==> src/hdl/lcs_pkg.sv <==
// ----------------------------------------------------------------------------
// lcs_pkg
// shared types, constants and the sine table for the lane centre steering block
// ----------------------------------------------------------------------------
package lcs_pkg;

    localparam int RHO_BINS      = 50;
    localparam int RHO_STEP_LOG  = 2;
    localparam int THETA_BINS    = 180;
    localparam int FRACTION_BITS = 10;
    localparam int IMAGE_ROWS    = 120;
    localparam int TABLE_SIZE    = 180;
    localparam int QUARTER_TURN  = 90;

    localparam int RHO_W    = 6;
    localparam int THETA_W  = 8;
    localparam int GAIN_W   = 12;
    localparam int STEER_W  = 10;
    localparam int TRIG_W   = 11;
    localparam int NUM_W    = 20;   // signed numerator
    localparam int DIV_BITS = 19;   // magnitude of numerator and quotient
    localparam int CFG_IDX_W = 2;

    // register indexes
    localparam logic [CFG_IDX_W-1:0] CFG_OFFSET_GAIN = 2'd0;
    localparam logic [CFG_IDX_W-1:0] CFG_ANGLE_GAIN  = 2'd1;

    localparam logic [GAIN_W-1:0] OFFSET_GAIN_RESET = 12'd51;
    localparam logic [GAIN_W-1:0] ANGLE_GAIN_RESET  = 12'd307;

    typedef struct packed {
        logic [RHO_W-1:0]   left_rho_index;
        logic [THETA_W-1:0] left_theta_index;
        logic [RHO_W-1:0]   right_rho_index;
        logic [THETA_W-1:0] right_theta_index;
    } in_t;

    typedef struct packed {
        logic [STEER_W-1:0] steering;
        logic               division_error;
    } out_t;

    // q10 sine of 0..179 degrees
    localparam logic [TRIG_W-1:0] SINE_Q [TABLE_SIZE] = '{
        'h0, 'h11, 'h23, 'h35, 'h47, 'h59, 'h6b, 'h7c, 'h8e, 'ha0, 'hb1, 'hc3, 'hd4, 'he6,
        'hf7, 'h109, 'h11a, 'h12b, 'h13c, 'h14d, 'h15e, 'h16e, 'h17f, 'h190, 'h1a0, 'h1b0,
        'h1c0, 'h1d0, 'h1e0, 'h1f0, 'h200, 'h20f, 'h21e, 'h22d, 'h23c, 'h24b, 'h259, 'h268,
        'h276, 'h284, 'h292, 'h29f, 'h2ad, 'h2ba, 'h2c7, 'h2d4, 'h2e0, 'h2ec, 'h2f8, 'h304,
        'h310, 'h31b, 'h326, 'h331, 'h33c, 'h346, 'h350, 'h35a, 'h364, 'h36d, 'h376, 'h37f,
        'h388, 'h390, 'h398, 'h3a0, 'h3a7, 'h3ae, 'h3b5, 'h3bb, 'h3c2, 'h3c8, 'h3cd, 'h3d3,
        'h3d8, 'h3dd, 'h3e1, 'h3e5, 'h3e9, 'h3ed, 'h3f0, 'h3f3, 'h3f6, 'h3f8, 'h3fa, 'h3fc,
        'h3fd, 'h3fe, 'h3ff, 'h3ff, 'h400, 'h3ff, 'h3ff, 'h3fe, 'h3fd, 'h3fc, 'h3fa, 'h3f8,
        'h3f6, 'h3f3, 'h3f0, 'h3ed, 'h3e9, 'h3e5, 'h3e1, 'h3dd, 'h3d8, 'h3d3, 'h3cd, 'h3c8,
        'h3c2, 'h3bb, 'h3b5, 'h3ae, 'h3a7, 'h3a0, 'h398, 'h390, 'h388, 'h37f, 'h376, 'h36d,
        'h364, 'h35a, 'h350, 'h346, 'h33c, 'h331, 'h326, 'h31b, 'h310, 'h304, 'h2f8, 'h2ec,
        'h2e0, 'h2d4, 'h2c7, 'h2ba, 'h2ad, 'h29f, 'h292, 'h284, 'h276, 'h268, 'h259, 'h24b,
        'h23c, 'h22d, 'h21e, 'h20f, 'h200, 'h1f0, 'h1e0, 'h1d0, 'h1c0, 'h1b0, 'h1a0, 'h190,
        'h17f, 'h16e, 'h15e, 'h14d, 'h13c, 'h12b, 'h11a, 'h109, 'hf7, 'he6, 'hd4, 'hc3,
        'hb1, 'ha0, 'h8e, 'h7c, 'h6b, 'h59, 'h47, 'h35, 'h23, 'h11};

    // sine lookup, zero outside the table
    function automatic logic [TRIG_W-1:0] sine_at(input logic [8:0] t);
        logic [TRIG_W-1:0] s;
        s = '0;
        if (t < 9'(TABLE_SIZE))
        begin
            s = SINE_Q[t[7:0]];
        end
        return s;
    endfunction

    // cosine magnitude; sign is negative from a quarter turn upwards
    function automatic logic [TRIG_W-1:0] cos_mag(input logic [THETA_W-1:0] t);
        logic [TRIG_W-1:0] c;
        if (t < THETA_W'(QUARTER_TURN))
        begin
            c = sine_at({1'b0, t} + 9'(QUARTER_TURN));
        end
        else
        begin
            c = sine_at({1'b0, t} - 9'(QUARTER_TURN));
        end
        return c;
    endfunction

endpackage

==> src/hdl/lane_center_steering.sv <==
// ----------------------------------------------------------------------------
// lane_center_steering
// steering correction from a pair of hough lane lines
// ----------------------------------------------------------------------------
// Takes one word per clock (busy is always low) and returns one result word
// per input word; done is high for exactly one cycle with the result. Nothing
// can stall the output. Each word passes through a lookup stage, the two
// 19-stage restoring dividers (one quotient bit per stage) that form the x
// intercepts, a centre stage, a gain-multiply stage and the output register.
// A theta at a quarter turn (zero cosine) or beyond the table gives steering 0
// and division_error 1. Gains are written through cfg_we/cfg_index/cfg_data
// and must only change while no word is in flight.
module lane_center_steering
(
    input  logic                           clk,
    input  logic                           rst_n,
    input  logic                           start,
    output logic                           busy,
    input  lcs_pkg::in_t                   in_word,
    input  logic                           cfg_we,
    input  logic [lcs_pkg::CFG_IDX_W-1:0]  cfg_index,
    input  logic [lcs_pkg::GAIN_W-1:0]     cfg_data,
    output logic                           done,
    output lcs_pkg::out_t                  result
);

    localparam int NB      = lcs_pkg::DIV_BITS;
    localparam int TW      = lcs_pkg::TRIG_W;
    localparam int LATENCY = NB + 4;

    // configuration registers
    logic [lcs_pkg::GAIN_W-1:0] offset_gain_reg;
    logic [lcs_pkg::GAIN_W-1:0] angle_gain_reg;

    always_ff @(posedge clk or negedge rst_n)
    begin
        if (!rst_n)
        begin
            offset_gain_reg <= lcs_pkg::OFFSET_GAIN_RESET;
            angle_gain_reg  <= lcs_pkg::ANGLE_GAIN_RESET;
        end
        else if (cfg_we)
        begin
            case (cfg_index)
                lcs_pkg::CFG_OFFSET_GAIN: offset_gain_reg <= cfg_data;
                lcs_pkg::CFG_ANGLE_GAIN:  angle_gain_reg  <= cfg_data;
                default: ;
            endcase
        end
    end

    assign busy = 1'b0;

    // ---------------- lookup stage: numerator, cosine, error ----------------
    logic [lcs_pkg::RHO_W-1:0]   rho_in   [2];
    logic [lcs_pkg::THETA_W-1:0] theta_in [2];
    logic [NB-1:0]               mag_next [2];
    logic [TW-1:0]               den_next [2];
    logic                        neg_next [2];
    logic                        bad_next [2];

    assign rho_in[0]   = in_word.left_rho_index;
    assign rho_in[1]   = in_word.right_rho_index;
    assign theta_in[0] = in_word.left_theta_index;
    assign theta_in[1] = in_word.right_theta_index;

    for (genvar l = 0; l < 2; l++)
    begin : g_lookup
        logic signed [lcs_pkg::NUM_W-1:0] num;
        logic [15:0]                      sin_term;
        logic [TW-1:0]                    cmag;
        always_comb
        begin
            sin_term = 16'(lcs_pkg::sine_at({1'b0, theta_in[l]}))
                       * 16'(lcs_pkg::IMAGE_ROWS / 2);
            num = ($signed({{(lcs_pkg::NUM_W-lcs_pkg::RHO_W){1'b0}}, rho_in[l]})
                   - lcs_pkg::NUM_W'(lcs_pkg::RHO_BINS / 2))
                  <<< (lcs_pkg::RHO_STEP_LOG + lcs_pkg::FRACTION_BITS);
            num = num + $signed({{(lcs_pkg::NUM_W-16){1'b0}}, sin_term});
            cmag = lcs_pkg::cos_mag(theta_in[l]);
            mag_next[l] = num[lcs_pkg::NUM_W-1] ? NB'(-num) : NB'(num);
            den_next[l] = cmag;
            neg_next[l] = num[lcs_pkg::NUM_W-1]
                          ^ (theta_in[l] >= lcs_pkg::THETA_W'(lcs_pkg::QUARTER_TURN));
            bad_next[l] = (theta_in[l] >= lcs_pkg::THETA_W'(lcs_pkg::THETA_BINS))
                          || (cmag == '0);
        end
    end

    logic [8:0] tsum;
    assign tsum = {1'b0, in_word.left_theta_index} + {1'b0, in_word.right_theta_index};

    // ---------------- divider pipeline, stage 0 is the lookup register ------
    logic          v_reg    [NB+1];
    logic          err_reg  [NB+1];
    logic [7:0]    thalf_reg[NB+1];
    logic [TW-1:0] rem_reg  [2][NB+1];
    logic [NB-1:0] dvd_reg  [2][NB+1];
    logic [NB-1:0] quo_reg  [2][NB+1];
    logic [TW-1:0] den_reg  [2][NB+1];
    logic          neg_reg  [2][NB+1];

    always_ff @(posedge clk or negedge rst_n)
    begin
        if (!rst_n)
        begin
            v_reg[0] <= 1'b0;
        end
        else
        begin
            v_reg[0] <= start;
        end
    end

    always_ff @(posedge clk)
    begin
        err_reg[0]   <= bad_next[0] | bad_next[1];
        thalf_reg[0] <= tsum[8:1];
        for (int l = 0; l < 2; l++)
        begin
            rem_reg[l][0] <= '0;
            dvd_reg[l][0] <= mag_next[l];
            quo_reg[l][0] <= '0;
            den_reg[l][0] <= den_next[l];
            neg_reg[l][0] <= neg_next[l];
        end
    end

    for (genvar s = 0; s < NB; s++)
    begin : g_div
        logic [TW-1:0] rem_next [2];
        logic          qbit     [2];

        for (genvar l = 0; l < 2; l++)
        begin : g_lane
            logic [TW:0] trial;
            always_comb
            begin
                trial = {rem_reg[l][s], dvd_reg[l][s][NB-1]};
                qbit[l] = trial >= {1'b0, den_reg[l][s]};
                rem_next[l] = qbit[l] ? TW'(trial - {1'b0, den_reg[l][s]}) : TW'(trial);
            end
        end

        always_ff @(posedge clk or negedge rst_n)
        begin
            if (!rst_n)
            begin
                v_reg[s+1] <= 1'b0;
            end
            else
            begin
                v_reg[s+1] <= v_reg[s];
            end
        end

        always_ff @(posedge clk)
        begin
            err_reg[s+1]   <= err_reg[s];
            thalf_reg[s+1] <= thalf_reg[s];
            for (int l = 0; l < 2; l++)
            begin
                rem_reg[l][s+1] <= rem_next[l];
                dvd_reg[l][s+1] <= {dvd_reg[l][s][NB-2:0], 1'b0};
                quo_reg[l][s+1] <= {quo_reg[l][s][NB-2:0], qbit[l]};
                den_reg[l][s+1] <= den_reg[l][s];
                neg_reg[l][s+1] <= neg_reg[l][s];
            end
        end
    end

    // ---------------- centre stage: signed intercepts, floor half-sum -------
    logic signed [NB:0]   lx, rx;
    logic signed [NB+1:0] xsum;
    logic signed [NB:0]   center_next;
    logic signed [8:0]    aerr_next;

    always_comb
    begin
        lx = neg_reg[0][NB] ? -$signed({1'b0, quo_reg[0][NB]}) : $signed({1'b0, quo_reg[0][NB]});
        rx = neg_reg[1][NB] ? -$signed({1'b0, quo_reg[1][NB]}) : $signed({1'b0, quo_reg[1][NB]});
        xsum = (NB+2)'(lx) + (NB+2)'(rx);
        center_next = (NB+1)'(xsum >>> 1);
        aerr_next = $signed({1'b0, thalf_reg[NB]}) - 9'sd90;
    end

    logic                 v_c_reg, err_c_reg;
    logic signed [NB:0]   center_reg;
    logic signed [8:0]    aerr_reg;

    always_ff @(posedge clk or negedge rst_n)
    begin
        if (!rst_n)
        begin
            v_c_reg <= 1'b0;
        end
        else
        begin
            v_c_reg <= v_reg[NB];
        end
    end

    always_ff @(posedge clk)
    begin
        err_c_reg  <= err_reg[NB];
        center_reg <= center_next;
        aerr_reg   <= aerr_next;
    end

    // ---------------- gain stage: one multiply per term ---------------------
    localparam int P1_W = NB + 1 + lcs_pkg::GAIN_W + 1;
    localparam int P2_W = 9 + lcs_pkg::GAIN_W + 1;

    logic                   v_p_reg, err_p_reg;
    logic signed [P1_W-1:0] p1_reg;
    logic signed [P2_W-1:0] p2_reg;

    always_ff @(posedge clk or negedge rst_n)
    begin
        if (!rst_n)
        begin
            v_p_reg <= 1'b0;
        end
        else
        begin
            v_p_reg <= v_c_reg;
        end
    end

    always_ff @(posedge clk)
    begin
        err_p_reg <= err_c_reg;
        p1_reg    <= P1_W'(center_reg) * P1_W'($signed({1'b0, offset_gain_reg}));
        p2_reg    <= P2_W'(aerr_reg) * P2_W'($signed({1'b0, angle_gain_reg}));
    end

    // ---------------- output stage ------------------------------------------
    logic signed [P1_W:0] steer_sum;
    lcs_pkg::out_t        result_next;

    always_comb
    begin
        steer_sum = -(P1_W+1)'(p1_reg) + (P1_W+1)'(p2_reg);
        result_next.division_error = err_p_reg;
        result_next.steering = err_p_reg ? '0
            : steer_sum[lcs_pkg::FRACTION_BITS +: lcs_pkg::STEER_W];
    end

    logic          done_reg;
    lcs_pkg::out_t result_reg;

    always_ff @(posedge clk or negedge rst_n)
    begin
        if (!rst_n)
        begin
            done_reg <= 1'b0;
        end
        else
        begin
            done_reg <= v_p_reg;
        end
    end

    always_ff @(posedge clk)
    begin
        result_reg <= result_next;
    end

    assign done   = done_reg;
    assign result = result_reg;

    // ---------------- assertions --------------------------------------------
    a_err_zero: assert property (@(posedge clk) disable iff (!rst_n)
        done && result.division_error |-> result.steering == '0)
        else $error("error word with nonzero steering");

    a_latency: assert property (@(posedge clk) disable iff (!rst_n)
        start && !busy |-> ##LATENCY done)
        else $error("accepted word not delivered on time");

    a_no_spurious: assert property (@(posedge clk) disable iff (!rst_n)
        done |-> $past(start, LATENCY))
        else $error("result word without matching input");

endmodule
==> config.mk <==
export PLATFORM = sky130hd
export DESIGN_NAME = lane_center_steering
export DESIGN_NICKNAME = d
export VERILOG_FILES = /design/src/hdl/lcs_pkg.sv /design/src/hdl/lane_center_steering.sv
export SDC_FILE = /design/constraint.sdc
export NUM_CORES = 2
export LEC_CHECK = 0
export ABC_CLOCK_PERIOD_IN_PS = 10300
export BUFFER_PORTS_ARGS = -buffer_cell sky130_fd_sc_hd__buf_2
export CORE_UTILIZATION = 50
export CTS_BUF_LIST = sky130_fd_sc_hd__clkbuf_8
export DETAILED_ROUTE_END_ITERATION = 16
export PLACE_DENSITY = 0.74
export SETUP_SLACK_MARGIN = 0.1
export SLEW_MARGIN = 15
export SYNTH_ARGS = -nofsm -noshare
export SYNTH_HDL_FRONTEND = slang
export SYNTH_SLANG_ARGS = --single-unit
==> constraint.sdc <==
create_clock -name clk -period 10.3 [get_ports clk]
set_input_delay 1.03 -clock clk [delete_from_list [all_inputs] [get_ports clk]]
set_output_delay 1.03 -clock clk [all_outputs]
set_load 0.01 [all_outputs]
## Yosys cells after proc, flatten, opt, wreduce, memory -nomap -nowiden

Memory sizes are Yosys's and may differ from the RTL's. A register that Yosys moved wholly into a read port is not among the register bits.
Cells that the tools add are included.

| word-level totals | value |
|---|---|
| bits in read-only memories | 16896 |
| memories kept | 13 |
| memory bits (writable) | 2522 |
| register bits after elaboration | 128 |
| logic and storage cells | 239 |
| bits of input ports | 46 |

Memory list:

| memory | depth | width | read ports | clocked after memory_dff | wr ports | RTL line | source |
|---|---|---|---|---|---|---|---|
| (name not given) | 256 | 11 | 1 | 0 | 0 | lcs_pkg.sv:67 | `s = SINE_Q[t[7:0]];` |
| (name not given) | 256 | 11 | 1 | 0 | 0 | lcs_pkg.sv:67 |  |
| (name not given) | 256 | 11 | 1 | 0 | 0 | lcs_pkg.sv:67 |  |
| (name not given) | 256 | 11 | 1 | 0 | 0 | lcs_pkg.sv:67 |  |
| (name not given) | 256 | 11 | 1 | 0 | 0 | lcs_pkg.sv:67 |  |
| (name not given) | 256 | 11 | 1 | 0 | 0 | lcs_pkg.sv:67 |  |
| +7 memories | n/a | n/a | n/a | n/a | n/a | n/a |  |

| cells by class | value |
|---|---|
| add/sub/neg operators | 55 |
| order comparisons | 56 |
| $mul | 4 |
| multiplexer cells | 62 |
| bitwise logic cells | 9 |
| reductions and logical operators | 7 |
| eq/ne operators | 1 |

Operators by type and width:

| operator | number |
|---|---|
| $mux W11 | 58 |
| $ge A12 B11 Y1 | 38 |
| $sub A11 B11 Y11 | 38 |
| $ge A9 B9 Y1 const B | 6 |
| $not A8 Y9 | 6 |
| $add A19 B17 Y20 | 2 |
| $mux W20 | 2 |
| $neg A19 Y20 | 2 |
| $mux W19 | 2 |
| $neg A19 Y19 | 2 |
| $lt A9 B8 Y1 const B | 4 |
| $mul A11 B4 Y14 const B | 2 |
| $sub A8 B7 Y9 const B | 3 |
| $logic_not A11 Y1 | 2 |
| $add A20 B20 Y21 | 1 |
| $add A20 B20 Y20 | 1 |
| $mul A20 B13 Y20 | 1 |
| $mul A9 B13 Y20 | 1 |
| $neg A20 Y20 | 1 |
| $add A8 B7 Y9 const B | 2 |
| $ge A8 B7 Y1 const B | 2 |
| $ge A8 B8 Y1 const B | 2 |
| $lt A8 B7 Y1 const B | 2 |
| $lt A8 B8 Y1 const B | 2 |
| 8 further kinds | 12 |

## Longest topological paths before layout

| logic depth | value |
|---|---|
| depth after elaboration | 10 |
| gate-level depth with buffers | 43 |
| mapped depth without buffers | 34 |

## Worst setup path after synthesis

Ideal clock, no wire load.

| timing | value |
|---|---|
| path kind | in2reg |
| start point | in in_word[15] (netlist name) |
| end point | mem dvd_reg[0][353] (netlist name) |
| stages | 43 |
| data required time | 10.174 ns |
| buffers on the path | 12 |
| setup time | 0.126 ns |
| data arrival time | 8.696 ns |
| path slack | 1.478 ns |
| cell sequence | buf_2 inv_1 clkbuf_1 buf_1 ha_1 buf_2 buf_2 buf_2 buf_2 buf_2 clkbuf_1 clkbuf_1 nand2_1 a311oi_1 a21oi_1 o21ai_0 nand2_1 xor2_1 (+7 left out) a21boi_0 o21ai_0 a21boi_0 o21ai_0 nand2b_1 a21o_1 a21oi_1 xnor2_1 ha_1 a21oi_1 inv_1 a21oi_1 nor2_1 a221o_1 clkbuf_1 clkbuf_1 a21oi_1 xnor2_1 |

RTL lines:

| element | RTL line | source |
|---|---|---|
| start, declared | lane_center_steering.sv:19 | `input lcs_pkg::in_t in_word,` |
| end, declared | lane_center_steering.sv:98 | `logic [NB-1:0] dvd_reg [2][NB+1];` |

==> metrics <==
final hold vios=0; Most used DFF post-synth=dfxtp_1; # DRC=0; Final GP Congestion=0.9750; # rows=153; Startpoint Class=input port; R2R Path End=p1_reg[18]; WL per Instance=18.21 um; Final Slew Violations=0; worst min path class=input port to asynchronous set/reset pin; CP Buf/Inv Count=7; commonest non-fill, non-tap cell in the layout=dfxtp_1; asr flop ratio synth=0.02542; setup violators final=0; CTS root buf=clkbuf_8; Max Root-Sink Buffers=4; Mapped Area=87,330 um^2; CP max stage cell=ha_1; Synth Area in Adders=0.1495; Critical Path End Type=flop; Crit path top cell by count=inv_1; CTS resizes=0; RSZ-0062 raised after global routing=no; via count=66,737; Largest stage delay, worst path=860 ps; simple-gate area share of the yosys netlist=0.1318; main combinational cell family by area after synthesis=compound AO/OA/AOI/OAI gates; Worst EP required=11,170 ps; outcome=finished, final reports clean; Cell variety after synth=105; Max Cap Violations=0; CP Depth=31; hpwl dp=159.2 mm; Worst slew margin=0.1949; dominant cell type by area after synthesis=dfxtp_1; Skew-Pair Late Insertion Delay=950 ps; Post-synth EDFFs=0; die footprint=176,300 um^2; Syn-to-layout area delta=9.136%; Synth Area in Compound Gates=0.1558; worst-case reg-to-reg path depth=21; Initial DRT Pass Iterations=7; Hold-fix buffers, CTS=0; top cells by area, synth=dfxtp_1, ha_1, fa_1; first-pass GRT wire length=348.1 mm; Crit path max-delay family=compound AO/OA/AOI/OAI gates; commonest non-fill, non-tap cells in the layout=dfxtp_1, inv_1, nor2_1; post-synthesis instance total=9,335; TritonCTS buffer count=291; Period Utilization, post-route=0.8043; FMAX=120.7 MHz; initial antenna violation count=7; CTS tree=built; Initial Util=0.5030; IO Count=59; register bit total from synthesis=1,849; Die Wd=419.9 um; reg2reg setup slack=4510 ps; Worst-path clk slew=60 ps; GRT Residual Overflow=0; CTS sink count=1,849; max reg flops=418; Avg Cell Area, Syn=9.355 um^2; crit path max fanout=17; 1st-iter DRT viols=5,409; Critical R2R Launch=offset_gain_reg[3]; share of cells above drive strength 1=0.08848; setup TNS=0 ps; final WL=216.9 mm; GR Util All Layers=0.2434; Syn. warnings=0; Worst EP arrival=9150 ps; port bufs=57; setup repair bufs after CTS=0; nets=10,326; worst-margin pin slew=1199 ps; Final Skew=41.19 ps; Crit Path Category=input port to flop; clock period minus worst slack=8284 ps; Synth top area share=0.4131; xor-xnor portion of the synthesized cell area=0.02761; sequential share of the synthesized area=0.4267; largest net degree at the start of global routing=88; vias in the first global route=67,150; post-synthesis mux area share=0.04182; antenna viol nets, final=0; Synthesized Nets=10,269; die span in y=419.9 um; core area=173,600 um^2; H-Tree Depth=5; Via density=5.602
-- per-stage QoR --
step                      instances    util  instance area (um^2)  setup WS, ps  hold WS [ps]
after floorplan                9335       -                 87330          1478         309.6
final                         11913  0.5489                 95310          2016         116.4
after global routing          11912  0.5489                 95310          1460         86.94
after detailed placement      11424  0.5164                 89660          1248         312.1
after CTS                     11909  0.5488                 95300          2295         113.3
after global placement        11424  0.5164                 89660          1346         309.6
-- worst max path at each step --
stage / startpoint / to / slack [ps]
2_1_floorplan: in_word[15] / dvd_reg[0][353] / 1480
3_3_place_gp: in_word[14] / dvd_reg[0][357] / 1350
3_5_place_dp: in_word[14] / dvd_reg[0][352] / 1250
4_1_cts: in_word[14] / dvd_reg[0][352] / 2290
5_1_grt: in_word[14] / dvd_reg[0][350] / 1460
6_report: in_word[14] / dvd_reg[0][352] / 2020
-- Yosys cell counts (12+ instances only) --
library cell     n
o31ai_1        183
ha_1           629
o21a_1          63
xor2_1          91
fa_1           259
a21boi_0       252
nand4_1         79
o32ai_1         12
dfrtp_1         38
nor4_1          18
nand3_1        252
nor3_1         140
mux2_2         186
nand3b_1        15
nor2_1         769
nand2_1        667
mux2i_1         90
a21o_1          38
a2111oi_0       23
nor3b_1         38
inv_1         1106
a311oi_1        27
and2_1         148
a21oi_1        342
a211oi_1        84
o311ai_0        38
clkbuf_1       189
a31oi_1         77
xnor2_1        160
o21ai_0        598
nor2b_1        139
o22ai_1         31
mux4_2          28
o211ai_1        64
buf_2           96
a221oi_1        25
nand2b_1        75
or3_1           26
buf_4           12
dfxtp_1       1802
o21bai_1        13
buf_1           82
nor4b_1         33
o31a_1          49
o221ai_1        12
-- cell type report --
class | count | area (um^2)
diodes | 4 | 10.01
fillers | 15179 | 78320
clock inverters | 136 | 829.5
well taps | 2325 | 2909
multi-input cells | 5984 | 44330
repair buffers | 148 | 973.4
flip-flops and latches | 1849 | 37260
inverters | 1118 | 4197
clock buffers | 349 | 4803
-- kinds of logic (layout without fill, tap and decap cells) --
| kind of cell | count (synthesis) | count (layout) |
|---|---|---|
| xor+xnor | 262 | 262 |
| buf+inv | 1502 | 1751 |
| compound gates | 2073 | 2073 |
| flops | 1849 | 1849 |
| other cells | 1 | 5 |
| mux | 305 | 305 |
| simple gates | 2455 | 2455 |
| fa+ha+maj | 888 | 888 |
-- metal layers --
metal | vias to the layer above | GRT usage | share of wire
li1 | 31922 | - | -
met5 | - | 0 | 0.000060
met4 | 2 | 0.1225 | 0.047
met3 | 636 | 0.04567 | 0.065
met1 | 31667 | 0.2968 | 0.41
met2 | 2510 | 0.4093 | 0.47
Power is left out: the tool's default activity adds up to more than one toggle a clock period on the data nets, which glitch-free logic cannot reach.
